File: src/rtl/core/rmst_ram.sv
// Generic RAM: one write port, two read ports, registered read data.
// No dependencies.
`default_nettype none

module rmst_ram #(
  parameter int WIDTH = 8,
  parameter int DEPTH = 16,
  localparam int ADDR_BITS = $clog2(DEPTH)
) (
  input  wire logic                 clk,
  input  wire logic                 we,
  input  wire logic [ADDR_BITS-1:0] waddr,
  input  wire logic [WIDTH-1:0]     wdata,
  input  wire logic [ADDR_BITS-1:0] raddr_a,
  output logic      [WIDTH-1:0]     rdata_a,
  input  wire logic [ADDR_BITS-1:0] raddr_b,
  output logic      [WIDTH-1:0]     rdata_b
);

  logic [WIDTH-1:0] mem [DEPTH];

  always_ff @(posedge clk) begin
    if (we) begin
      mem[waddr] <= wdata;
    end
    rdata_a <= mem[raddr_a];
    rdata_b <= mem[raddr_b];
  end

endmodule

`default_nettype wire

File: config.mk
export PLATFORM = sky130hd
export DESIGN_NAME = rmst_ram
export DESIGN_NICKNAME = d
export VERILOG_FILES = /design/src/rtl/core/rmst_ram.sv
export SDC_FILE = /design/constraint.sdc
export NUM_CORES = 1
export LEC_CHECK = 0
export BUFFER_PORTS_ARGS = -buffer_cell sky130_fd_sc_hd__buf_2
export CORE_MARGIN = 2
export CORE_UTILIZATION = 50
export DETAILED_ROUTE_END_ITERATION = 10
export PLACE_DENSITY_LB_ADDON = 0.2
export SYNTH_ARGS = -nofsm -noshare
export SYNTH_HDL_FRONTEND = slang
export SYNTH_SLANG_ARGS = --single-unit
export TNS_END_PERCENT = 30
File: constraint.sdc
create_clock -name clk -period 2.05 [get_ports clk]
set_input_delay 0.205 -clock clk [delete_from_list [all_inputs] [get_ports clk]]
set_output_delay 0.205 -clock clk [all_outputs]
set_load 0.01 [all_outputs]
==> impl_metrics.py <==
metrics = {
    "outcome": {
        "run_status": "finished clean",
    },
    "sta": {
        "worst-slew-pin-transition_ns": 0.560,
        "setup-tns-final_ns": 0,
        "final_period_minus_worst_setup_slack_ns": 1.41,
        "final_hold_viol_count": 0,
        "final-setup-viol-count": 0,
        "unrepaired_setup_endpoints_after_global_routing": "false",
        "timing.slew.headroom_pct": 62.7,
        "worst_clock_skew_ns": 0.00795,
        "layout_worst_path_cycle_share_pct": 68.7,
        "max_freq_mhz": 710,
        "report.final.slew_viol_count": 0,
    },
    "worst_hold_path": {
        "hold_path_class": "input port to register",
        "worst_hold_path.num_cells": 1,
    },
    "critical_path": {
        "worst_path_dominant_cell_family": "multiplexers",
        "worst_ep_arrival_time_ns": 1.71,
        "timing.critical_path.fanout_max": 2,
        "timing.critical_path.depth": 3,
        "critical-path-slowest-cell": "mux4_4",
        "worst_path_largest_cell_delay_ns": 0.59,
        "startpoint_class": "register",
        "worstRegToRegCells": 3,
        "critical_path.endpoint_type": "register",
        "path_cells": "mux4_4 -> a22oi_1 -> nand2_1",
        "path_buf_inv": 0,
        "criticalPathCategory": "register to register",
        "critical_path_required_time_ns": 2.35,
    },
    "cts": {
        "ctsLongestPathBuffers": 2,
        "holdBufCountCts": 0,
        "num_clock_sinks": 144,
        "clk-insertion-delay-late_ns": 0.42,
        "clock_slew_seen_by_the_registers_of_the_worst_setup_and_hold_paths_ns": 0.06,
        "cts.repair_timing.setup_buffer_count": 0,
        "cts_made_buffers": 17,
        "tritoncts": "yes",
        "post_cts_resized": 0,
        "cts_htree_levels": 4,
        "ctsRootBufferMaster": "clkbuf_16",
    },
    "grt": {
        "grt_pass1_vias": 3423,
        "global_route_congestion_overflow_total": 0,
        "groute.usage.overall_pct": 22.9,
        "global_route_wire_length_before_repair_mm": 21.1,
        "grt_start_max_net_pins": 17,
        "antenna_violations_before_repair": 0,
    },
    "floorplan": {
        "fp.dieArea_sq_um": 13600,
        "die_h_um": 117,
        "initial_utilization_pct": 50.7,
        "fp.coreArea_sq_um": 12500,
        "floorplan.die.width_um": 117,
        "num_io_pins": 38,
        "placement_rows": 41,
    },
    "route": {
        "post_drt_via_cell_ratio": 6.27,
        "detailedRoute.firstPassIterationCount": 5,
        "vias": 3510,
        "drc": 0,
        "avgRoutedWirePerCell_um": 25.9,
        "detail_route.iter0.violations": 389,
        "finalWirelength_mm": 14.5,
        "antenna_left": 0,
    },
    "layout": {
        "multiInputGateArea_sq_um": 2010,
        "seqCellArea_sq_um": 4160,
        "num_antenna_cells": 0,
        "synthToLayoutAreaGrowth_pct": 17.9,
        "drive_above_1_share_pct": 35.3,
        "stdcell_count": 560,
        "num-fill-cells": 948,
        "nets": 398,
    },
    "yosys": {
        "synth_area_per_cell_sq_um": 20.7,
        "netlist-cell-type-count": 20,
        "synth_area_sq_um": 6350,
        "ys_seq_area_share_pct": 65.6,
        "post_synth_inst_count": 307,
        "yosys_warnings": 0,
        "flops_latches_synth": 144,
        "synthesis.nets": 329,
    },
    "placed_design": {
        "dp.cells": 529,
        "buffer_ports.inserted": 37,
        "gp_congestion": 0.752,
        "detailedPlacementHpwl_mm": 9.20,
    },
    "power_and_ir_drop": {
        "power_per_cell_area_nw_per_um2": 930,
        "leakagePower_nw": 2.64,
        "ir_worst_vdd_mv": 0.975,
    },
    "flow_run": {
        "total_of_max_cap_violations": 0,
    },
}
-- power by group --
group | internal, mW | switching, mW
Sequential | 3.29 | 0.0327
Clock | 2.01 | 1.12
Combinational | 0.244 | 0.275
Total | 5.54 | 1.42
-- cell families (layout without fill, tap and decap cells) --
group / after synthesis / count (layout) / synth area share [%]
flops: 144 / 144 / 65.6
compound gates: 32 / 32 / 3.79
simple gates: 47 / 47 / 3.43
mux: 64 / 64 / 24.4
buf+inv: 20 / 101 / 2.72
-- placed cells by master, fill, tap and decap left out, drive strengths merged --
cell | synthesis | final
a22oi | 32 | 32
nor2 | 14 | 14
nand2 | 17 | 17
buf | 14 | 70
nand2b | 2 | 2
nor3 | 4 | 4
clkbuf | 0 | 18
clkinvlp | 0 | 2
nand3 | 1 | 1
dfxtp | 16 | 16
mux4 | 64 | 64
clkinv | 0 | 7
bufinv | 0 | 4
edfxtp | 128 | 128
nand3b | 2 | 2
nor2b | 2 | 2
or3b | 1 | 1
and2 | 2 | 2
and2b | 2 | 2
-- final timing paths --
path / from / end / slack, ns
worst max-delay path: mem[1][7] / rdata_b[7] / 0.64
worst min-delay path: wdata[2] / mem[1][2] / 0.17
worst max register to register: mem[1][7] / rdata_b[7] / 0.64
worst min register to register: mem[14][4] / rdata_a[4] / 0.69
-- metrics by stage --
stage / area, sq um / worst slack, ns / hold slack [ns] / utilization [%] / total power [mW]
after global placement: 6880 / 0.334 / 0.583 / 55.0 / 3.88
after detailed placement: 6880 / 0.320 / 0.597 / 55.0 / 3.90
after CTS: 7480 / 0.641 / 0.154 / 59.8 / 7.00
after global routing: 7480 / 0.559 / 0.167 / 59.8 / 7.17
after floorplan: 6350 / 0.352 / 0.304 / - / 3.68
final: 7480 / 0.641 / 0.168 / 59.8 / 6.96
-- registers in the layout (all words and copies together) (netlist names) --
name	flops
mem	128
rdata_a	8
rdata_b	8
-- final cells by class --
type | instances | area share, %
Clock inverter | 13 | 2.27
Clock buffer | 18 | 5.73
Sequential cell | 144 | 55.6
Multi-Input combinational cell | 143 | 26.9
Timing Repair Buffer | 70 | 6.62
Tap cell | 172 | 2.88
-- cell usage after synthesis, drive strengths merged --
library cell | instances | area (sq um)
or3b | 1 | 8.76
nand3 | 1 | 5.00
nor2b | 2 | 12.5
dfxtp | 16 | 320
nor2 | 14 | 52.6
nand2 | 17 | 63.8
nand2b | 2 | 12.5
mux4 | 64 | 1550
and2 | 2 | 12.5
a22oi | 32 | 240
clkdlybuf4s25 | 6 | 60.1
and2b | 2 | 15.0
buf | 14 | 113
nor3 | 4 | 20.0
nand3b | 2 | 15.0
edfxtp | 128 | 3840
-- routing by layer --
metal	vias up	part of all wire (%)	global-route usage (%)
met5	-	0	0
met4	0	1.6	7.14
met3	18	9.2	6.54
met2	192	46	33.1
met1	1822	43	34.5
li1	1478	-	-
Power figures use the tool's default switching activity.
